$ cat src/sv/cmaf_pkg.sv
`default_nettype none

package cmaf_pkg;

  localparam int MAX_ENTRIES = 32;
  localparam int IDX_W = (MAX_ENTRIES > 1) ? $clog2(MAX_ENTRIES) : 1;
  localparam int CNT_W = $clog2(MAX_ENTRIES + 1);
  localparam int COUNT_OUT_W = 6;

  localparam logic [2:0] OP_CLEAR   = 3'd0;
  localparam logic [2:0] OP_PASS    = 3'd1;
  localparam logic [2:0] OP_DISCARD = 3'd2;
  localparam logic [2:0] OP_ADD     = 3'd3;
  localparam logic [2:0] OP_CHECK   = 3'd4;

  localparam logic [1:0] MODE_DISCARD = 2'd0;
  localparam logic [1:0] MODE_PASS    = 2'd1;
  localparam logic [1:0] MODE_LIST    = 2'd2;

  localparam logic [7:0]  ADDR_ANY = 8'hFF;
  localparam logic [23:0] PGN_ANY  = 24'h000000;

  typedef struct packed {
    logic [2:0]  opcode;
    logic [23:0] msg_pgn;
    logic [7:0]  msg_addr;
    logic        use_pgn;
    logic        use_addr;
  } cmd_t;

  typedef struct packed {
    logic                   accepted;
    logic                   add_refused;
    logic [COUNT_OUT_W-1:0] entry_count;
  } res_t;

  typedef struct packed {
    logic [7:0]  addr;
    logic [23:0] pgn;
  } entry_t;

endpackage

`default_nettype wire

$ cat src/sv/cmaf_table.sv
`default_nettype none

module cmaf_table (
  input  wire logic                      clk,
  input  wire logic                      wr_en,
  input  wire logic [cmaf_pkg::IDX_W-1:0] wr_idx,
  input  wire cmaf_pkg::entry_t          wr_entry,
  input  wire logic [cmaf_pkg::IDX_W-1:0] rd_idx,
  input  wire cmaf_pkg::entry_t          key,
  output logic                           hit
);

  cmaf_pkg::entry_t mem [cmaf_pkg::MAX_ENTRIES];
  cmaf_pkg::entry_t rd_q;

  always_ff @(posedge clk) begin
    if (wr_en) begin
      mem[wr_idx] <= wr_entry;
    end
    rd_q <= mem[rd_idx];
  end

  // wildcard fields in the stored entry match anything
  always_comb begin
    hit = ((rd_q.addr == key.addr) || (rd_q.addr == cmaf_pkg::ADDR_ANY)) &&
          ((rd_q.pgn == key.pgn) || (rd_q.pgn == cmaf_pkg::PGN_ANY));
  end

endmodule

`default_nettype wire

$ cat src/sv/can_message_acceptance_filter_top.sv
// J1939 acceptance filter: one command word in, one result word out. Clear, mode and add
// commands, and checks in pass-all or discard-all mode or against an empty table, answer
// in the cycle after acceptance. A check in list mode scans the stored entries one per
// cycle through the table memory's single read port and stops at the first match. Each
// entry is read into the table's read register and compared with the key, and the outcome
// goes via hit_q into the result register. No new command is taken while a scan runs or
// while the result register is full and stalled. Entries past the fill count are never
// read, so clearing the table only zeroes the count and needs no sweep of the memory.
`default_nettype none

module can_message_acceptance_filter_top (
  input  wire logic           clk,
  input  wire logic           rst,
  input  wire logic           cmd_valid,
  output logic                cmd_stall,
  input  wire cmaf_pkg::cmd_t cmd,
  output logic                res_valid,
  input  wire logic           res_stall,
  output cmaf_pkg::res_t      res
);

  localparam logic [1:0] ST_IDLE   = 2'd0;
  localparam logic [1:0] ST_SCAN   = 2'd1;
  localparam logic [1:0] ST_RESULT = 2'd2;

  localparam int CW = cmaf_pkg::CNT_W;
  localparam int IW = cmaf_pkg::IDX_W;

  logic [1:0]             state;
  logic [CW-1:0]          count;
  logic [CW-1:0]          count_next;
  logic [1:0]             mode;
  logic [1:0]             mode_next;
  cmaf_pkg::entry_t       key;
  logic [IW-1:0]          scan_idx;
  logic                   issued_all;
  logic                   data_valid;
  logic                   data_last;
  logic                   hit_q;
  logic                   hit;

  logic                   cmd_acc;
  logic                   res_free;
  logic                   is_list;
  logic                   add_full;
  logic                   scan_start;
  logic                   wr_en;
  cmaf_pkg::entry_t       wr_entry;
  cmaf_pkg::res_t         imm_res;
  logic                   issue;
  logic                   last_issue;
  logic                   finish;
  logic                   res_load;

  cmaf_table u_table (
    .clk      (clk),
    .wr_en    (wr_en),
    .wr_idx   (count[IW-1:0]),
    .wr_entry (wr_entry),
    .rd_idx   (scan_idx),
    .key      (key),
    .hit      (hit)
  );

  always_comb begin
    res_free  = !res_valid || !res_stall;
    cmd_stall = (state != ST_IDLE) || !res_free;
    cmd_acc   = cmd_valid && !cmd_stall;
    // mode code 3 is unreachable but would behave as list
    is_list   = (mode != cmaf_pkg::MODE_PASS) && (mode != cmaf_pkg::MODE_DISCARD);
    add_full  = count >= CW'(cmaf_pkg::MAX_ENTRIES);

    // a skipped field is written as a wildcard, which matches anything
    wr_entry.addr = cmd.use_addr ? cmd.msg_addr : cmaf_pkg::ADDR_ANY;
    wr_entry.pgn  = cmd.use_pgn ? cmd.msg_pgn : cmaf_pkg::PGN_ANY;
    wr_en         = cmd_acc && (cmd.opcode == cmaf_pkg::OP_ADD) && !add_full;

    count_next = count;
    mode_next  = mode;
    unique case (cmd.opcode)
      cmaf_pkg::OP_CLEAR: begin
        count_next = '0;
      end
      cmaf_pkg::OP_PASS: begin
        count_next = '0;
        mode_next  = cmaf_pkg::MODE_PASS;
      end
      cmaf_pkg::OP_DISCARD: begin
        count_next = '0;
        mode_next  = cmaf_pkg::MODE_DISCARD;
      end
      cmaf_pkg::OP_ADD: begin
        mode_next = cmaf_pkg::MODE_LIST;
        if (!add_full) begin
          count_next = count + CW'(1);
        end
      end
      default: begin
      end
    endcase

    scan_start = cmd_acc && (cmd.opcode == cmaf_pkg::OP_CHECK) && is_list &&
                 (count != '0);

    imm_res.accepted    = (cmd.opcode == cmaf_pkg::OP_CHECK) &&
                          (mode == cmaf_pkg::MODE_PASS);
    imm_res.add_refused = (cmd.opcode == cmaf_pkg::OP_ADD) && add_full;
    imm_res.entry_count = cmaf_pkg::COUNT_OUT_W'(count_next);

    issue      = (state == ST_SCAN) && !issued_all;
    last_issue = (CW'(scan_idx) + CW'(1)) == count;
    finish     = (state == ST_SCAN) && data_valid && (hit || data_last);

    res_load   = ((state == ST_IDLE) && cmd_acc && !scan_start) ||
                 ((state == ST_RESULT) && res_free);
  end

  always_ff @(posedge clk) begin
    if (rst) begin
      state      <= ST_IDLE;
      count      <= '0;
      mode       <= cmaf_pkg::MODE_DISCARD;
      res_valid  <= 1'b0;
      data_valid <= 1'b0;
      issued_all <= 1'b0;
    end else begin
      if (res_load) begin
        res_valid <= 1'b1;
      end else if (res_valid && !res_stall) begin
        res_valid <= 1'b0;
      end
      unique case (state)
        ST_IDLE: begin
          if (cmd_acc) begin
            count <= count_next;
            mode  <= mode_next;
            if (scan_start) begin
              state      <= ST_SCAN;
              scan_idx   <= '0;
              issued_all <= 1'b0;
              data_valid <= 1'b0;
              key.addr   <= cmd.msg_addr;
              key.pgn    <= cmd.msg_pgn;
            end else begin
              res <= imm_res;
            end
          end
        end
        ST_SCAN: begin
          // read issued this cycle is compared in the next one
          data_valid <= issue && !finish;
          data_last  <= last_issue;
          if (issue) begin
            scan_idx <= scan_idx + IW'(1);
            if (last_issue) begin
              issued_all <= 1'b1;
            end
          end
          if (finish) begin
            state <= ST_RESULT;
            hit_q <= hit;
          end
        end
        ST_RESULT: begin
          if (res_free) begin
            res.accepted    <= hit_q;
            res.add_refused <= 1'b0;
            res.entry_count <= cmaf_pkg::COUNT_OUT_W'(count);
            state           <= ST_IDLE;
          end
        end
        default: begin
          state <= ST_IDLE;
        end
      endcase
    end
  end

  a_count_bound: assert property (@(posedge clk) disable iff (rst)
    count <= CW'(cmaf_pkg::MAX_ENTRIES))
    else $error("entry count above table size");

  a_data_in_scan: assert property (@(posedge clk) disable iff (rst)
    data_valid |-> (state == ST_SCAN))
    else $error("table read data pending outside a scan");

  a_full_refused: assert property (@(posedge clk) disable iff (rst)
    (cmd_acc && (cmd.opcode == cmaf_pkg::OP_ADD) && (count == CW'(cmaf_pkg::MAX_ENTRIES)))
      |=> (res_valid && res.add_refused))
    else $error("add to full table not refused");

  a_no_table_write_in_scan: assert property (@(posedge clk) disable iff (rst)
    (state != ST_IDLE) |-> !wr_en)
    else $error("table written during a scan");

endmodule

`default_nettype wire
$ cat config.mk
export PLATFORM = sky130hd
export DESIGN_NAME = can_message_acceptance_filter_top
export DESIGN_NICKNAME = d
export VERILOG_FILES = /design/src/sv/cmaf_pkg.sv /design/src/sv/cmaf_table.sv /design/src/sv/can_message_acceptance_filter_top.sv
export SDC_FILE = /design/constraint.sdc
export NUM_CORES = 1
export LEC_CHECK = 0
export BUFFER_PORTS_ARGS = -buffer_cell sky130_fd_sc_hd__buf_2
export CORE_ASPECT_RATIO = 0.75
export CORE_UTILIZATION = 55
export DETAILED_ROUTE_END_ITERATION = 10
export PLACE_DENSITY = 0.79
export SYNTH_ARGS = -nofsm -noshare
export SYNTH_HDL_FRONTEND = slang
export SYNTH_SLANG_ARGS = --single-unit
$ cat constraint.sdc
create_clock -name clk -period 10.1 [get_ports clk]
set_input_delay 2.02 -clock clk [delete_from_list [all_inputs] [get_ports clk]]
set_output_delay 2.02 -clock clk [all_outputs]
set_load 0.01 [all_outputs]
==> results summary <==
The number of CTS-inserted buffers came out at 99. The element type at the critical path end is a flip-flop. Data on the critical path arrives at its endpoint at 5100 ps. The count of cells along the worst register-to-register path is 6. The per-instance average area after synthesis came out at 23.5 sq um. The initial antenna violation count came out at 1. The portion of synthesized cell area occupied by the leading cell type came out at approximately 75%. The wire length on met2 is 47,100 um.

The worst voltage drop across the vdd grid came out at approximately 140 uV. Among all cell types in the netlist, the one instantiated most often is sky130_fd_sc_hd__edfxtp_1. Ranked by total cell area, the synthesized netlist is headed by sky130_fd_sc_hd__edfxtp_1 75%, sky130_fd_sc_hd__mux4_2 17%, sky130_fd_sc_hd__dfxtp_1 2.1%, sky130_fd_sc_hd__mux2_2 0.85%, sky130_fd_sc_hd__nor2_1 0.50%. The portion of total power attributed to the clock network is 43.8%. The leakage dissipation came out at 0.0149 uW.

The global-route wire length before repair came out at 142,000 um. The H-tree depth reported by CTS is 3. The routed via count divided by cell count came out at roughly 6.6. The worst setup path is launched from an input port. The routed length on met1 came out at 38,300 um. Data on the critical path is required at its endpoint by 10,370 ps. The unique cell type count in the Yosys netlist is 44. Buffers added to address setup during post-CTS repair amount to 0. The remaining max-slew budget at the tightest pin came out at 9.22%.

Based on the critical path, the design can be clocked at up to around 210 MHz. The number of max-slew violations in the final report is 0. Clock skew on the completed layout was measured at 16.0 ps. For this run, the total global-route usage over all layers was measured as 25.5%. The count of max-cap constraint violations came out at 0. The switching power of the nets came out at 1760 uW. The sink count of the clock tree came out at roughly 1,100. The total area inside the core boundary comes to about 76,000 sq um. The cell depth of the worst hold path came out at 2.

The run finished with clean final reports. The power density of the placed cells is just under 200 nW/um^2. The synthesized design spends more area on one cell type than any other, namely sky130_fd_sc_hd__edfxtp_1. At the placement stage, the worst setup path has a slack of between 4000 and 5000 ps.

The effective utilization at floorplan is 56.2%. The layout net count is around 2,000. The number of synthesized flops with an enable pin came out at 1,071. The tree is rooted in a sky130_fd_sc_hd__clkbuf_16.

The power share of the combinational group came out at ~1.3%. The clock-pin slew on the worst setup and hold paths came out at 60 ps. Of the total power, registers draw 54.9%.

After synthesis, the most frequently instantiated cells are 1,071 x sky130_fd_sc_hd__edfxtp_1, 320 x sky130_fd_sc_hd__mux4_2, 57 x sky130_fd_sc_hd__nor2_1, 45 x sky130_fd_sc_hd__dfxtp_1, 42 x sky130_fd_sc_hd__clkbuf_1. Setup repair after global routing left no endpoint under its margin. The cell count after synthesis came out at roughly 1,800. After synthesis, the share of flip-flops with an asynchronous set or reset is 0%. The multi-input combinational cell area came out at 9340 sq um.

Entering global routing, the biggest net connects 139 pins. Along the worst path, the maximum fanout reaches 32. The class of the worst hold path is flip-flop to flip-flop.

The dominant synthesized flop cell is sky130_fd_sc_hd__edfxtp_1. The number of global-route vias before repair came out at ~20,000. The detailed-routed wire length on met3 came out at 10,900 um.

The synthesized netlist net count came out at roughly 1,900. The final worst-path cycle share is a little under half. The time the worst path needs with I/O delays and setup is ~4800 ps. The area growth from synthesis to layout is 12.1%. The number of hold buffers added after CTS is 0. The number of storage elements in the synthesis netlist came out at 1,116. After detailed routing, the number of remaining DRC violations is 0. The register area came out at 33,100 sq um. The post-layout worst setup margin came out at 5280 ps. The clock tree from TritonCTS is yes.

The final count of hold timing violations is 0. The iteration-0 DRC count of the detailed router came out at 3,004. The vertical extent of the die is 243 um.

The share of synthesized area occupied by flip-flops and latches is 77.6%. The cell-internal power is 7480 uW. The post-synthesis instance area is 42,600 sq um.

For the pin with the worst max-slew slack, the measured transition is 1360 ps. The placer's final routability congestion estimate is 0.865. Pin placement for this block handled 51 I/O pins.

The detailed placement HPWL came out at 54,700 um. After clock tree synthesis, the repair step resized 0 gates. The clock latency on the worst-skew pair came out at 660 ps.

The average wire length per cell after detail routing came out at between 30 and 40 um. Adding up every negative setup slack in the final design gives 0 ps. The clock passes through at most 3 buffers. Summing over every cut layer, the via total after detailed routing is 19,900. Signal routing reaches up to met5. The number of fill cells came out at 4,751. The remaining number of nets flagged by the antenna check after routing came out at 0. The worst setup path is of the input port to flip-flop kind.

The area of the die came out at 78,600 sq um. The number of setup violations in the final report came out at 0. For this run, the number of Yosys warnings is 0.

The total number of placement rows came out at 87. The detailed-router iteration count before antenna repair is 8. The leftover overflow at the end of global routing is 0. The share of cells above drive strength 1 is about a third. From left edge to right edge, the die measures ~320 um. The switching power share of the total came out at 19.0%. The number of port buffers came out at 50. After detailed routing, the total wire length is 98,400 um.
[cell families (layout without fill, tap and decap cells)]
| family | count (synthesis) | count (layout) | synth area share [%] |
|---|---|---|---|
| flip-flops | 1116 | 1116 | 77.6 |
| other | 0 | 1 | 0 |
| AO/OA/AOI/OAI | 42 | 42 | 0.625 |
| buffers and inverters | 94 | 278 | 1.09 |
| multiplexers | 352 | 352 | 17.8 |
| XOR/XNOR | 40 | 40 | 0.822 |
| adder cells (fa/ha/maj) | 5 | 5 | 0.147 |
| AND/OR/NAND/NOR | 166 | 166 | 1.98 |
[critical path: stages]
cell and delay, ps:
sky130_fd_sc_hd__buf_2 110, sky130_fd_sc_hd__a211oi_1 370, sky130_fd_sc_hd__nand2_1 250, sky130_fd_sc_hd__nor3_1 460, sky130_fd_sc_hd__nand2_1 640, sky130_fd_sc_hd__nor2_4 1190
[area by class of cell]
cell class / instances / area share, %
Inverter: 5 / 0.0393
Antenna cell: 1 / 0.00524
Multi-Input combinational cell: 605 / 19.6
Clock buffer: 134 / 5.89
Clock inverter: 51 / 1.43
Tap cell: 1023 / 2.68
Timing Repair Buffer: 88 / 1.17
Sequential cell: 1116 / 69.2
[per-stage QoR]
step	util, %	instance area (sq um)	hold WS, ps	std cells	power, uW
3_5_place_dp	58.3	44300	495	2837	5290
2_1_floorplan	-	42600	458	1815	5220
4_1_cts	62.9	47800	504	3022	9260
5_1_grt	62.9	47800	549	3022	9430
6_report	62.9	47800	509	3023	9230
3_3_place_gp	58.3	44300	480	2837	5280
[power groups by stage]
| stage | clock, uW | sequential (uW) | combinational [uW] |
|---|---|---|---|
| 2_1_floorplan | 0 | 5170 | 45.0 |
| 3_3_place_gp | 0 | 5170 | 106 |
| 3_5_place_dp | 0 | 5170 | 115 |
| 4_1_cts | 4070 | 5070 | 116 |
| 5_1_grt | 4240 | 5070 | 123 |
| 6_report | 4040 | 5070 | 118 |
[state kept, by name, indices dropped and copies added, names as in the netlist]
name / count
u_table.rd_q: 32
issued_all: 1
data_valid: 1
mode: 2
key: 32
hit_q: 1
u_table.mem: 1024
res_valid: 1
data_last: 1
scan_idx: 5
res: 8
count: 6
state: 2
[cells in the final DEF, fill, tap and decap left out, types with 20 or more instances in the layout]
| cell type | instances |
|---|---|
| sky130_fd_sc_hd__nor2_1 | 24 |
| sky130_fd_sc_hd__edfxtp_1 | 1071 |
| sky130_fd_sc_hd__buf_4 | 36 |
| sky130_fd_sc_hd__dfxtp_1 | 45 |
| sky130_fd_sc_hd__xnor2_1 | 20 |
| sky130_fd_sc_hd__buf_2 | 50 |
| sky130_fd_sc_hd__and2_1 | 25 |
| sky130_fd_sc_hd__mux2_2 | 32 |
| sky130_fd_sc_hd__nand2_1 | 21 |
| sky130_fd_sc_hd__nor2_4 | 33 |
| sky130_fd_sc_hd__mux4_2 | 320 |
| sky130_fd_sc_hd__xor2_1 | 20 |
| sky130_fd_sc_hd__clkbuf_16 | 103 |
[path summary, 6_finish.rpt]
kind	slack [ps]	from	endpoint
setup reg to reg	5990	scan_idx[0]	u_table.rd_q[19]
setup / recovery	5280	res_stall	u_table.mem[28][8]
hold reg to reg	510	mode[1]	mode[1]
hold / removal	510	mode[1]	mode[1]
[routing by layer]
metal | GRT usage (%) | up-vias
met5 | 0 | -
met4 | 5.60 | 2
met3 | 6.29 | 137
met2 | 39.7 | 1293
met1 | 37.0 | 10600
li1 | - | 7884
Note: power is estimated with default switching activity, not from simulation.
